==> src/hdl/tnc_pkg.sv <==
// Shared types, codes and constants of the Tokhura nearest-codeword encoder.
// Depends on nothing; every other file of the block but the codeword store imports it.
package tnc_pkg;

   localparam int DIST_BITS   = 44;
   localparam int WEIGHT_BITS = 6;
   localparam int REGION_BITS = 3;

   // Codebook shape; the request and result fields are sized for it.
   localparam int CODEBOOK_ENTRIES = 8;
   localparam int VECTOR_LENGTH    = 12;

   localparam logic [DIST_BITS-1:0] DIST_MAX    = 44'hFFF_FFFF_FFFF;
   localparam logic [DIST_BITS-1:0] LIMIT_RESET = 44'd1677704822784;
   localparam logic [3:0]           SIZE_RESET  = 4'd1;

   typedef enum logic {
      REQ_LOAD  = 1'b0,
      REQ_TRAIN = 1'b1
   } req_kind_type;

   typedef enum logic [0:0] {
      CSR_CODEBOOK_SIZE  = 1'b0,
      CSR_NO_MATCH_LIMIT = 1'b1
   } csr_index_type;

   typedef enum logic [1:0] {
      ST_IDLE,
      ST_RUN,
      ST_DRAIN,
      ST_FINISH
   } seq_state_type;

   // One issue slot from the sequencer to the shared unit.
   typedef struct packed {
      logic issue;
      logic last;
      logic clear;
   } unit_cmd_type;

   typedef struct packed {
      logic [REGION_BITS-1:0] region;
      logic                   no_match;
      logic [DIST_BITS-1:0]   distortion;
   } result_type;

   // Tokhura weights; positions past the twelfth keep the last weight.
   function automatic logic [WEIGHT_BITS-1:0] tok_weight(input logic [3:0] pos);
      logic [WEIGHT_BITS-1:0] w;
      unique case (pos)
         4'd0:    w = 6'd1;
         4'd1:    w = 6'd3;
         4'd2:    w = 6'd7;
         4'd3:    w = 6'd13;
         4'd4:    w = 6'd19;
         4'd5:    w = 6'd22;
         4'd6:    w = 6'd25;
         4'd7:    w = 6'd33;
         4'd8:    w = 6'd42;
         4'd9:    w = 6'd50;
         4'd10:   w = 6'd56;
         4'd11:   w = 6'd61;
         4'd12:   w = 6'd61;
         4'd13:   w = 6'd61;
         4'd14:   w = 6'd61;
         4'd15:   w = 6'd61;
      endcase
      return w;
   endfunction

endpackage

==> src/hdl/tnc_codeword_store.sv <==
// Codeword memory: one write port for loads, one registered read port.
// Depends on nothing but its parameters.
module tnc_codeword_store #(
   parameter int DEPTH       = 96,
   parameter int ADDR_BITS   = 7,
   parameter int SAMPLE_BITS = 16
) (
   input  logic                   clock,
   input  logic                   wr_en,
   input  logic [ADDR_BITS-1:0]   wr_addr,
   input  logic [SAMPLE_BITS-1:0] wr_data,
   input  logic [ADDR_BITS-1:0]   rd_addr,
   output logic [SAMPLE_BITS-1:0] rd_data
);

   logic [SAMPLE_BITS-1:0] store_ff [DEPTH];
   logic [SAMPLE_BITS-1:0] rd_data_ff;

   always_ff @(posedge clock) begin
      if (wr_en) begin
         store_ff[wr_addr] <= wr_data;
      end
      rd_data_ff <= store_ff[rd_addr];
   end

   assign rd_data = rd_data_ff;

endmodule

==> src/hdl/tnc_tokhura_unit.sv <==
// Shared weighted-square accumulate unit with the per-codeword accumulators
// and the running minimum search. Depends on tnc_pkg.
module tnc_tokhura_unit
   import tnc_pkg::*;
#(
   parameter int CODEBOOK_ENTRIES = 8,
   parameter int IDX_BITS         = 3,
   parameter int SAMPLE_BITS      = 16
) (
   input  logic                          clock,
   input  logic                          reset,
   input  unit_cmd_type                  cmd,
   input  logic [IDX_BITS-1:0]           cmd_idx,
   input  logic signed [SAMPLE_BITS-1:0] sample,
   input  logic [SAMPLE_BITS-1:0]        codeword,
   input  logic [WEIGHT_BITS-1:0]        weight,
   input  logic [3:0]                    codebook_size,
   input  logic [DIST_BITS-1:0]          limit,
   output logic                          busy,
   output result_type                    result
);

   localparam int SQ_BITS   = 2 * SAMPLE_BITS;
   localparam int TERM_BITS = SQ_BITS + WEIGHT_BITS;
   localparam int EXT_BITS  = (TERM_BITS > DIST_BITS) ? TERM_BITS : DIST_BITS + 1;

   logic                   v1_ff, v2_ff, v3_ff, v4_ff, v5_ff;
   logic                   last1_ff, last2_ff, last3_ff, last4_ff, last5_ff;
   logic [IDX_BITS-1:0]    idx1_ff, idx2_ff, idx3_ff, idx4_ff, idx5_ff;
   logic [SAMPLE_BITS-1:0] absd2_ff;
   logic [SQ_BITS-1:0]     sq3_ff;
   logic [DIST_BITS-1:0]   term4_ff;
   logic [DIST_BITS-1:0]   sum5_ff;
   logic [DIST_BITS-1:0]   acc_ff [CODEBOOK_ENTRIES];
   logic [DIST_BITS-1:0]   best_ff;
   logic [IDX_BITS-1:0]    region_ff;
   logic                   found_ff;

   logic signed [SAMPLE_BITS:0] diff, diff_neg;
   logic [SAMPLE_BITS-1:0]      absd;
   logic [TERM_BITS-1:0]        term;
   logic [EXT_BITS-1:0]         term_ext;
   logic [DIST_BITS-1:0]        term_sat;
   logic [DIST_BITS:0]          sum_wide;
   logic [DIST_BITS-1:0]        sum_sat;
   logic [DIST_BITS-1:0]        base_best;
   logic [IDX_BITS-1:0]         base_region;
   logic                        base_found;
   logic                        take;

   always_comb begin
      diff     = $signed({sample[SAMPLE_BITS-1], sample})
               - $signed({codeword[SAMPLE_BITS-1], codeword});
      diff_neg = -diff;
      absd     = diff[SAMPLE_BITS] ? diff_neg[SAMPLE_BITS-1:0] : diff[SAMPLE_BITS-1:0];

      term     = sq3_ff * weight;
      term_ext = EXT_BITS'(term);
      term_sat = (term_ext > EXT_BITS'(DIST_MAX)) ? DIST_MAX : term_ext[DIST_BITS-1:0];

      sum_wide = {1'b0, acc_ff[idx4_ff]} + {1'b0, term4_ff};
      sum_sat  = sum_wide[DIST_BITS] ? DIST_MAX : sum_wide[DIST_BITS-1:0];

      // The first codeword of a closing vector compares against the limit.
      if (idx5_ff == '0) begin
         base_best   = limit;
         base_region = '0;
         base_found  = 1'b0;
      end else begin
         base_best   = best_ff;
         base_region = region_ff;
         base_found  = found_ff;
      end
      take = (32'(idx5_ff) < 32'(codebook_size)) && (sum5_ff < base_best);
   end

   always_ff @(posedge clock) begin
      if (reset) begin
         v1_ff <= 1'b0;
         v2_ff <= 1'b0;
         v3_ff <= 1'b0;
         v4_ff <= 1'b0;
         v5_ff <= 1'b0;
      end else begin
         v1_ff <= cmd.issue;
         v2_ff <= v1_ff;
         v3_ff <= v2_ff;
         v4_ff <= v3_ff;
         v5_ff <= v4_ff;
      end
   end

   always_ff @(posedge clock) begin
      idx1_ff  <= cmd_idx;
      last1_ff <= cmd.last;
      idx2_ff  <= idx1_ff;
      last2_ff <= last1_ff;
      idx3_ff  <= idx2_ff;
      last3_ff <= last2_ff;
      idx4_ff  <= idx3_ff;
      last4_ff <= last3_ff;
      idx5_ff  <= idx4_ff;
      last5_ff <= last4_ff;
      absd2_ff <= absd;
      sq3_ff   <= absd2_ff * absd2_ff;
      term4_ff <= term_sat;
      sum5_ff  <= sum_sat;
   end

   always_ff @(posedge clock) begin
      if (reset || cmd.clear) begin
         for (int i = 0; i < CODEBOOK_ENTRIES; i++) begin
            acc_ff[i] <= '0;
         end
      end else if (v4_ff) begin
         acc_ff[idx4_ff] <= sum_sat;
      end
   end

   always_ff @(posedge clock) begin
      if (v5_ff && last5_ff) begin
         best_ff   <= take ? sum5_ff : base_best;
         region_ff <= take ? idx5_ff : base_region;
         found_ff  <= take | base_found;
      end
   end

   assign busy              = v1_ff | v2_ff | v3_ff | v4_ff | v5_ff;
   assign result.region     = REGION_BITS'(region_ff);
   assign result.no_match   = ~found_ff;
   assign result.distortion = best_ff;

endmodule

==> src/hdl/tnc_sequencer.sv <==
// Sequencer: walks the codewords through the shared unit for one element,
// waits for the pipeline to drain and hands off a finished vector.
// Depends on tnc_pkg.
module tnc_sequencer
   import tnc_pkg::*;
#(
   parameter int CODEBOOK_ENTRIES = 8,
   parameter int VECTOR_LENGTH    = 12,
   parameter int IDX_BITS         = 3,
   parameter int ADDR_BITS        = 7
) (
   input  logic                 clock,
   input  logic                 reset,
   input  logic                 start,
   input  logic                 start_last,
   input  logic [3:0]           start_elem,
   input  logic                 unit_busy,
   input  logic                 out_free,
   output logic                 busy,
   output unit_cmd_type         cmd,
   output logic [IDX_BITS-1:0]  cmd_idx,
   output logic [ADDR_BITS-1:0] rd_addr,
   output logic                 load_result
);

   seq_state_type        state_ff, state_in;
   logic [IDX_BITS-1:0]  cnt_ff, cnt_in;
   logic [ADDR_BITS-1:0] addr_ff, addr_in;
   logic                 last_ff, last_in;

   always_ff @(posedge clock) begin
      if (reset) begin
         state_ff <= ST_IDLE;
         cnt_ff   <= '0;
         last_ff  <= 1'b0;
      end else begin
         state_ff <= state_in;
         cnt_ff   <= cnt_in;
         last_ff  <= last_in;
      end
      addr_ff <= addr_in;
   end

   always_comb begin
      state_in    = state_ff;
      cnt_in      = cnt_ff;
      addr_in     = addr_ff;
      last_in     = last_ff;
      cmd         = '0;
      load_result = 1'b0;
      unique case (state_ff)
         ST_IDLE: begin
            if (start) begin
               cnt_in   = '0;
               addr_in  = ADDR_BITS'(start_elem);
               last_in  = start_last;
               state_in = ST_RUN;
            end
         end
         ST_RUN: begin
            cmd.issue = 1'b1;
            cmd.last  = last_ff;
            addr_in   = addr_ff + ADDR_BITS'(VECTOR_LENGTH);
            cnt_in    = cnt_ff + 1'b1;
            if (cnt_ff == IDX_BITS'(CODEBOOK_ENTRIES - 1)) begin
               state_in = ST_DRAIN;
            end
         end
         ST_DRAIN: begin
            if (!unit_busy) begin
               state_in = last_ff ? ST_FINISH : ST_IDLE;
            end
         end
         ST_FINISH: begin
            if (out_free) begin
               load_result = 1'b1;
               cmd.clear   = 1'b1;
               state_in    = ST_IDLE;
            end
         end
      endcase
   end

   assign busy    = (state_ff != ST_IDLE);
   assign cmd_idx = cnt_ff;
   assign rd_addr = addr_ff;

endmodule

==> src/hdl/tokhura_nearest_codeword.sv <==
// Top level of the Tokhura nearest-codeword vector-quantizer encoder.
// Depends on tnc_pkg, tnc_codeword_store, tnc_tokhura_unit and tnc_sequencer.

// A codeword-load beat (req_type 0) writes one element of the codebook and
// the block can take the next beat right away. A training beat (req_type 1)
// makes the sequencer run every codeword through one shared difference,
// square, weight and saturating-accumulate pipeline, one codeword a cycle,
// and then wait for that five-stage pipeline to drain before it takes the
// next beat; after the beat that closes a vector, the result first goes into
// the output register. That register lets the next vector be worked on while
// the result waits; only a second finished result holds the block until the
// first one has been taken. Ties go to the lower codeword index, only the
// first codebook_size codewords compete, and no_match reports that none of
// them fell below no_match_limit, in which case the region is zero and the
// distortion is the limit itself. Beats with an element index outside the
// vector, and loads to a codeword beyond the codebook, are accepted and
// dropped. The codebook has no reset: only loaded entries may be used. The
// CSR port is always ready and should be written only while the block is
// idle.
module tokhura_nearest_codeword
   import tnc_pkg::*;
#(
   parameter int SAMPLE_BITS      = 16
) (
   input  logic                          clock,
   input  logic                          reset,

   input  logic                          req_valid,
   output logic                          req_stall,
   input  logic                          req_type,
   input  logic [2:0]                    req_codeword_index,
   input  logic [3:0]                    req_element_index,
   input  logic signed [SAMPLE_BITS-1:0] req_sample_value,

   output logic                          rsp_valid,
   input  logic                          rsp_stall,
   output logic [REGION_BITS-1:0]        rsp_nearest_region,
   output logic                          rsp_no_match,
   output logic [DIST_BITS-1:0]          rsp_distortion,

   input  logic                          csr_valid,
   output logic                          csr_ready,
   input  logic [0:0]                    csr_index,
   input  logic [DIST_BITS-1:0]          csr_data
);

   localparam int DEPTH     = CODEBOOK_ENTRIES * VECTOR_LENGTH;
   localparam int ADDR_BITS = (DEPTH > 1) ? $clog2(DEPTH) : 1;
   localparam int IDX_BITS  = (CODEBOOK_ENTRIES > 1) ? $clog2(CODEBOOK_ENTRIES) : 1;

   logic [3:0]                    size_ff;
   logic [DIST_BITS-1:0]          limit_ff;
   logic signed [SAMPLE_BITS-1:0] sample_ff;
   logic [WEIGHT_BITS-1:0]        weight_ff;
   logic                          rsp_valid_ff;
   result_type                    rsp_ff;

   logic                 accept, elem_ok, cw_ok, is_train, is_last;
   logic                 store_wr, start;
   logic [ADDR_BITS-1:0] wr_addr, rd_addr;
   logic [SAMPLE_BITS-1:0] rd_data;
   logic                 seq_busy, unit_busy, out_free, load_result;
   unit_cmd_type         cmd;
   logic [IDX_BITS-1:0]  cmd_idx;
   result_type           result;

   // The CSR port never pushes back.
   assign csr_ready = 1'b1;

   always_ff @(posedge clock) begin
      if (reset) begin
         size_ff  <= SIZE_RESET;
         limit_ff <= LIMIT_RESET;
      end else if (csr_valid) begin
         unique case (csr_index)
            CSR_CODEBOOK_SIZE:  size_ff  <= csr_data[3:0];
            CSR_NO_MATCH_LIMIT: limit_ff <= csr_data;
         endcase
      end
   end

   // Decode of the incoming beat.
   assign accept   = req_valid && !req_stall;
   assign elem_ok  = 32'(req_element_index) < VECTOR_LENGTH;
   assign cw_ok    = 32'(req_codeword_index) < CODEBOOK_ENTRIES;
   assign is_train = (req_type == REQ_TRAIN);
   assign is_last  = 32'(req_element_index) == VECTOR_LENGTH - 1;
   assign store_wr = accept && !is_train && elem_ok && cw_ok;
   assign start    = accept && is_train && elem_ok;
   assign wr_addr  = ADDR_BITS'(32'(req_codeword_index) * VECTOR_LENGTH
                               + 32'(req_element_index));

   // The sample and its weight stay put for the whole pass over the codebook.
   always_ff @(posedge clock) begin
      if (start) begin
         sample_ff <= req_sample_value;
         weight_ff <= tok_weight(req_element_index);
      end
   end

   tnc_codeword_store #(
      .DEPTH       (DEPTH),
      .ADDR_BITS   (ADDR_BITS),
      .SAMPLE_BITS (SAMPLE_BITS)
   ) u_store (
      .clock   (clock),
      .wr_en   (store_wr),
      .wr_addr (wr_addr),
      .wr_data (req_sample_value),
      .rd_addr (rd_addr),
      .rd_data (rd_data)
   );

   tnc_sequencer #(
      .CODEBOOK_ENTRIES (CODEBOOK_ENTRIES),
      .VECTOR_LENGTH    (VECTOR_LENGTH),
      .IDX_BITS         (IDX_BITS),
      .ADDR_BITS        (ADDR_BITS)
   ) u_seq (
      .clock       (clock),
      .reset       (reset),
      .start       (start),
      .start_last  (is_last),
      .start_elem  (req_element_index),
      .unit_busy   (unit_busy),
      .out_free    (out_free),
      .busy        (seq_busy),
      .cmd         (cmd),
      .cmd_idx     (cmd_idx),
      .rd_addr     (rd_addr),
      .load_result (load_result)
   );

   tnc_tokhura_unit #(
      .CODEBOOK_ENTRIES (CODEBOOK_ENTRIES),
      .IDX_BITS         (IDX_BITS),
      .SAMPLE_BITS      (SAMPLE_BITS)
   ) u_unit (
      .clock         (clock),
      .reset         (reset),
      .cmd           (cmd),
      .cmd_idx       (cmd_idx),
      .sample        (sample_ff),
      .codeword      (rd_data),
      .weight        (weight_ff),
      .codebook_size (size_ff),
      .limit         (limit_ff),
      .busy          (unit_busy),
      .result        (result)
   );

   assign req_stall = seq_busy;

   // Output register: free when empty or when its beat leaves this cycle.
   assign out_free = !rsp_valid_ff || !rsp_stall;

   always_ff @(posedge clock) begin
      if (reset) begin
         rsp_valid_ff <= 1'b0;
      end else if (load_result) begin
         rsp_valid_ff <= 1'b1;
      end else if (!rsp_stall) begin
         rsp_valid_ff <= 1'b0;
      end
   end

   always_ff @(posedge clock) begin
      if (load_result) begin
         rsp_ff <= result;
      end
   end

   assign rsp_valid          = rsp_valid_ff;
   assign rsp_nearest_region = rsp_ff.region;
   assign rsp_no_match       = rsp_ff.no_match;
   assign rsp_distortion     = rsp_ff.distortion;

endmodule
==> config.mk <==
export PLATFORM = sky130hd
export DESIGN_NAME = tokhura_nearest_codeword
export DESIGN_NICKNAME = d
export VERILOG_FILES = /design/src/hdl/tnc_pkg.sv /design/src/hdl/tnc_codeword_store.sv /design/src/hdl/tnc_tokhura_unit.sv /design/src/hdl/tnc_sequencer.sv /design/src/hdl/tokhura_nearest_codeword.sv
export SDC_FILE = /design/constraint.sdc
export NUM_CORES = 2
export LEC_CHECK = 0
export BUFFER_PORTS_ARGS = -buffer_cell sky130_fd_sc_hd__buf_2
export CORE_MARGIN = 2
export CORE_UTILIZATION = 50
export CTS_CLUSTER_DIAMETER = 40
export DETAILED_ROUTE_END_ITERATION = 8
export MAX_ROUTING_LAYER = met4
export PLACE_DENSITY = 0.71
export RECOVER_POWER = 50
export SYNTH_ARGS = -nofsm -noshare
export SYNTH_HDL_FRONTEND = slang
export SYNTH_SLANG_ARGS = --single-unit
==> constraint.sdc <==
create_clock -name clock -period 7.3 [get_ports clock]
set_input_delay 1.095 -clock clock [delete_from_list [all_inputs] [get_ports clock]]
set_output_delay 1.095 -clock clock [all_outputs]
set_load 0.03 [all_outputs]
Word level (Yosys, flattened, before mapping)

Memories as Yosys holds them, arrays and structs flattened. A register that Yosys moved wholly into a read port is not among the register bits.
Cells that the tools add are included.

Register bits after elaboration: 329
Bits in writable memories: 1,888
Bits in read-only memories: 96
Input bits: 74
Output and inout port bits: 51
Logic and storage cells: 122
Memories kept: 3

Memories:

| name             | words | bits a word | read ports | clocked after Yosys merged registers in | write ports | RTL line                 | RTL |
|---|---|---|---|---|---|---|---|
| u_store.store_ff | 96    | 16          | 1          | 1                                       | 1           | tnc_codeword_store.sv:16 | `logic [SAMPLE_BITS-1:0] store_ff [DEPTH];` |
| u_unit.acc_ff    | 8     | 44          | 1          | 1                                       | 8           | tnc_tokhura_unit.sv:34   | `logic [DIST_BITS-1:0] acc_ff [CODEBOOK_ENTRIES];` |
| (name not given) | 16    | 6           | 1          | 1                                       | 0           | tnc_pkg.sv:50            | `unique case (pos)` |

$add $sub $neg: 6
Multipliers: 3
Order comparisons: 3
Eq/ne operators: 10
Muxes and demuxes: 32
Bitwise logic cells: 7
Reduce and logical (&&, ||, !) cells: 25

Operator list:

| kind                  | number |
|---|---|
| $mux W44              | 4 |
| $add A44 B38 Y45      | 1 |
| $lt A44 B44 Y1        | 1 |
| $reduce_or A44 Y1     | 1 |
| $mul A32 B6 Y38       | 1 |
| $mul A16 B16 Y32      | 1 |
| $sub A16 B16 Y17      | 1 |
| $mux W16              | 1 |
| $neg A16 Y16          | 1 |
| $pmux W7 S2           | 1 |
| $mux W1               | 13 |
| $mux W2               | 6 |
| $mux W3               | 4 |
| $reduce_and A2 Y1     | 5 |
| $pmux W2 S4           | 1 |
| $add A7 B4 Y7         | 1 |
| $add A7 B4 Y7 const B | 1 |
| $logic_and A1 B1 Y1   | 7 |
| $mux W7               | 1 |
| $ne A2 B2 Y1 const B  | 3 |
| $pmux W3 S2           | 1 |
| $reduce_bool A2 Y1    | 3 |
| $mul A3 B2 Y5 const B | 1 |
| $or A1 B1 Y1          | 5 |
| 14 further kinds      | 21 |

Depth between registers and ports, before layout

Depth in word-level cells: 9
Depth in mapped cells: 25
Gate-level depth less buffers: 24

Cells and area by module

Synthesis repeated with hierarchy kept, for this count alone.

Cell total of the unflattened synthesis: 6,664
Area total of the unflattened synthesis: 101,778.9 sq um

Modules (own cells, without submodules):

| module                   | times used | cells an instance | area an instance (sq um) | seq. area each (sq um) |
|---|---|---|---|---|
| tnc_codeword_store       | 1          | 2,614             | 59,244.3                 | 46,444.5 |
| tnc_tokhura_unit         | 1          | 3,659             | 37,618.6                 | 15,094.5 |
| tokhura_nearest_codeword | 1          | 331               | 4,267.8                  | 3,083.0 |
| tnc_sequencer            | 1          | 60                | 648.1                    | 330.3 |

Worst setup path after synthesis

No wires, ideal clock.

Path type: reg2reg
From: register u_unit.absd2_ff[2]
To: register u_unit.sq3_ff[28]
Library setup time: 0.072 ns
Arrival time: 6.112 ns
Required time: 7.228 ns
Setup slack: 1.116 ns
Stages on the path, launching flop included: 26
Clock period less this slack: 6.184 ns
Cells stage by stage: dfxtp_1 clkbuf_1 nand2_1 inv_1 fa_1 inv_1 fa_1 inv_1 fa_1 inv_1 fa_1 inv_1 fa_1 inv_1 fa_1 inv_1 ha_1 and3_1 a211o_1 nor3_2 a21oi_1 a211o_1 and3_1 or3_1 o41ai_2 xnor2_1

Cells in the longest elaborated chain, start to end: 1

RTL lines:

| item                   | RTL line                | RTL |
|---|---|---|
| from (decl)            | tnc_tokhura_unit.sv:30  | `logic [SAMPLE_BITS-1:0] absd2_ff;` |
| from (signal assigned) | tnc_tokhura_unit.sv:104 | `absd2_ff <= absd;` |
| $mul A16 B16 Y32       | tnc_tokhura_unit.sv:105 | `sq3_ff <= absd2_ff * absd2_ff;` |
| to (signal assigned)   | tnc_tokhura_unit.sv:105 |  |
| to (decl)              | tnc_tokhura_unit.sv:31  | `logic [SQ_BITS-1:0] sq3_ff;` |

No other way between the ends.
A chain may end at the register's enable or synchronous reset.

Final worst setup path

From: register u_unit.absd2_ff[3]
To: register u_unit.sq3_ff[29]

Same word-level chain as after synthesis.

==> run summary <==
Die X -> 455 um
DP HPWL -> 148 mm
Max Fclk -> 0.147 GHz
Die area -> 0.207 mm^2
Slew Limit Fails -> 1,805
HP Start -> u_unit.idx2_ff[0]
Hold Path Sink -> u_unit.idx3_ff[0]
Post-route ant nets -> 0
Final period util -> 92.9%
DRC -> 0
Initial antenna violation count -> 9
Yosys warns -> 0
Compound-Gate Fraction of Synth Area -> 5.89%
Slew margin rel. -> -225%
Largest net degree at the start of global routing -> 144
Post-Synthesis Cells -> 6,660
Post-cts resize count -> 0
Worst Tran Pin Value -> 4.88 ns
Final wirelength -> 250 mm
Peak fanout along the critical path -> 16
Largest family of logic cells by synthesized area -> multiplexers
CTS tree -> done
Vias in the first global route -> 59.5k
Number of vias per cell -> 6.07
Cts bufs inserted -> 297
Unique masters post-synth -> 83
Register bit total from synthesis -> 2,238
Post-Synth Simple-Gate Area -> 6.54%
Worst clock skew -> 0.109 ns
Core area -> 0.202 mm^2
Sequential fraction of the synthesis area -> 63.8%
H-Tree Depth -> 5
Post-CTS Setup Inserts -> 0
IO Pins -> 125
# rows -> 165
Synth Area in Adders -> 8.73%
Multiplexer share of the synthesized area -> 10.9%
Via count -> 59.5k
CTS clk-pin slew, worst paths -> 0.06 ns
Reg2reg end -> u_unit.sq3_ff[29]
Post-Synth XOR/XNOR Area -> 1.12%
Layout cells sized above 1 -> 16.9%
Violated checks -> capacitance limit, slew limit
FFs w/ async S/R, synth -> 0%
# clock sinks -> 2,238
Reg-to-reg slack, setup -> 0.52 ns
Clock buffer depth -> 4
RSZ-0062 raised after global routing -> false
Final #Nets -> 7,536
Number of port buffers -> 123
Ys flop type -> edfxtp_1
Drt first-iter violations -> 6,964
Max-cap violations -> 23
Routability cong. -> 0.890
Final setup violation count -> 0
Post-layout minimum cycle time -> 6.78 ns
Critical Path AT -> 7.53 ns
CP Capture Type -> flop
Post-cts hold buffer count -> 0
WHS -> 0.314 ns
Status -> finished with violations
Die Span Y -> 455 um
Min-Delay Path Class -> flop to flop
Clock Latency Late Sink -> 0.94 ns
CTS root buffer -> clkbuf_16
Reg-to-reg startpoint -> u_unit.absd2_ff[3]
Worst hold stages -> 0
Drt pass-1 iters -> 9
Grt ovf -> 0
Final Hold Fails -> 0
Initial Util -> 50.3%
Total Neg Setup Slack -> 0 ns
Setup CP Type -> flop to flop
Startpoint class of the critical path -> flop
All-Layer GR Usage -> 24.9%
Number of synthesized flops with an enable pin -> 2,013
Syn Std Cell Area -> 0.102 mm^2
First-pass GRT wire length -> 375 mm
Area grow syn2layout -> 13.5%
Required @ worst endpoint -> 8.05 ns
Avg WL per Cell -> 25.4 um
Avg Cell Area, Syn -> 15.3 um^2
Register-to-Register Path Depth -> 21
==> cells in the mapped netlist (28+ instances only) <==
library cell     n  share of area [%]
a21o_1          79               0.58
a22oi_1        185                1.4
buf_2           57               0.28
a21oi_1        227                1.1
o21ai_0        110               0.54
edfxtp_1      2013                 59
nor2_2          28               0.17
xor2_1          48               0.41
fa_1           283                5.6
mux4_2         438                9.7
a311oi_1        45               0.39
inv_1          460                1.7
mux2i_1        107                1.1
nand3_1         79               0.39
nor2_1         579                2.1
nor4_1          48               0.29
nand4_1         58               0.36
and2_1          84               0.52
xnor2_1         82               0.71
clkbuf_1       261               0.96
dfxtp_1        225                4.4
o311ai_0        45               0.39
ha_1           258                3.2
nand2_1        491                1.8
==> flip-flops by register name, indices dropped and copies added, names as in the netlist, 4 cells and up <==
| signal | flops |
|---|---|
| limit_ff | 44 |
| rsp_distortion | 44 |
| sample_ff | 16 |
| size_ff | 4 |
| u_seq.rd_addr | 7 |
| u_store.rd_data | 16 |
| u_store.store_ff | 1536 |
| u_unit.absd2_ff | 16 |
| u_unit.acc_ff | 352 |
| u_unit.best_ff | 44 |
| u_unit.sq3_ff | 31 |
| u_unit.sum5_ff | 44 |
| u_unit.term4_ff | 38 |
| weight_ff | 6 |
==> worst max-delay path, stage by stage, from the launching register on <==
cell and delay (ns):
dfxtp_1 0.83, inv_1 0.33, nor2_1 0.24, ha_1 0.29
xor2_1 0.19, fa_1 0.54, inv_1 0.06, fa_1 0.49
fa_1 0.51, fa_1 0.49, inv_1 0.05, fa_1 0.47
inv_1 0.04, ha_1 0.34, a21o_1 0.19, a21oi_1 0.24
o211ai_1 0.13, a21oi_1 0.37, o31ai_1 0.17, a2111oi_0 0.42
nor3_1 0.12, xor2_1 0.15
==> kinds of logic after synthesis <==
kind of cell / after synthesis
AOI/OAI and AO/OA: 887
xor gates and xnor gates: 130
adders and majority gates: 541
buffers and inverters: 803
DFF: 2238
muxes: 554
other: 2
and+or+nand+nor: 1505
==> metal layers <==
metal | GRT usage [%] | share of wire [%] | vias to the layer above
met5 | - | 0 | -
met4 | 9.30 | 3.9 | 0
met3 | 3.89 | 8.3 | 534
met2 | 38.8 | 48 | 2852
met1 | 33.2 | 39 | 30493
li1 | - | - | 25664
==> per-stage QoR <==
stage / instances / cell area [um^2] / worst slack, ns / utilization [%]
6_report: 9813 / 116000 / 0.520 / 57.1
5_1_grt: 9812 / 116000 / 0.199 / 57.1
4_1_cts: 9809 / 116000 / 0.554 / 57.2
3_5_place_dp: 9294 / 106000 / 0.580 / 52.4
3_3_place_gp: 9294 / 106000 / 0.645 / 52.4
2_1_floorplan: 6661 / 102000 / 1.12 / -
==> worst max path at each step <==
stage                        from           endpoint  cells after the start
6_report       u_unit.absd2_ff[3]  u_unit.sq3_ff[29]                     21
5_1_grt        u_unit.absd2_ff[4]  u_unit.sq3_ff[29]                     20
4_1_cts        u_unit.absd2_ff[3]  u_unit.sq3_ff[29]                     21
3_5_place_dp   u_unit.absd2_ff[3]  u_unit.sq3_ff[29]                     21
3_3_place_gp   u_unit.absd2_ff[3]  u_unit.sq3_ff[29]                     21
2_1_floorplan  u_unit.absd2_ff[2]  u_unit.sq3_ff[28]                     25
==> layout make-up <==
class	count	area [um^2]
inverter	463	1740
fill	15241	86700
multi-input combinational	3620	33900
timing repair buffer	301	1890
clock buffer	350	7860
clock inverter	165	1830
tap	2672	3340
sequential	2238	65000
antenna	4	10.0
==> layout by cell type, fill, tap and decap left out, types with 140 or more instances in the layout <==
cell,instances
mux4_2,438
ha_1,258
dfxtp_1,225
a21oi_1,226
inv_1,460
clkbuf_16,305
fa_1,283
buf_4,140
edfxtp_1,2013
a22oi_1,185
nand2_1,475
nor2_1,570
Power is not shown: default switching activity piles up to over one toggle a cycle in this logic, so the estimate is an artifact.
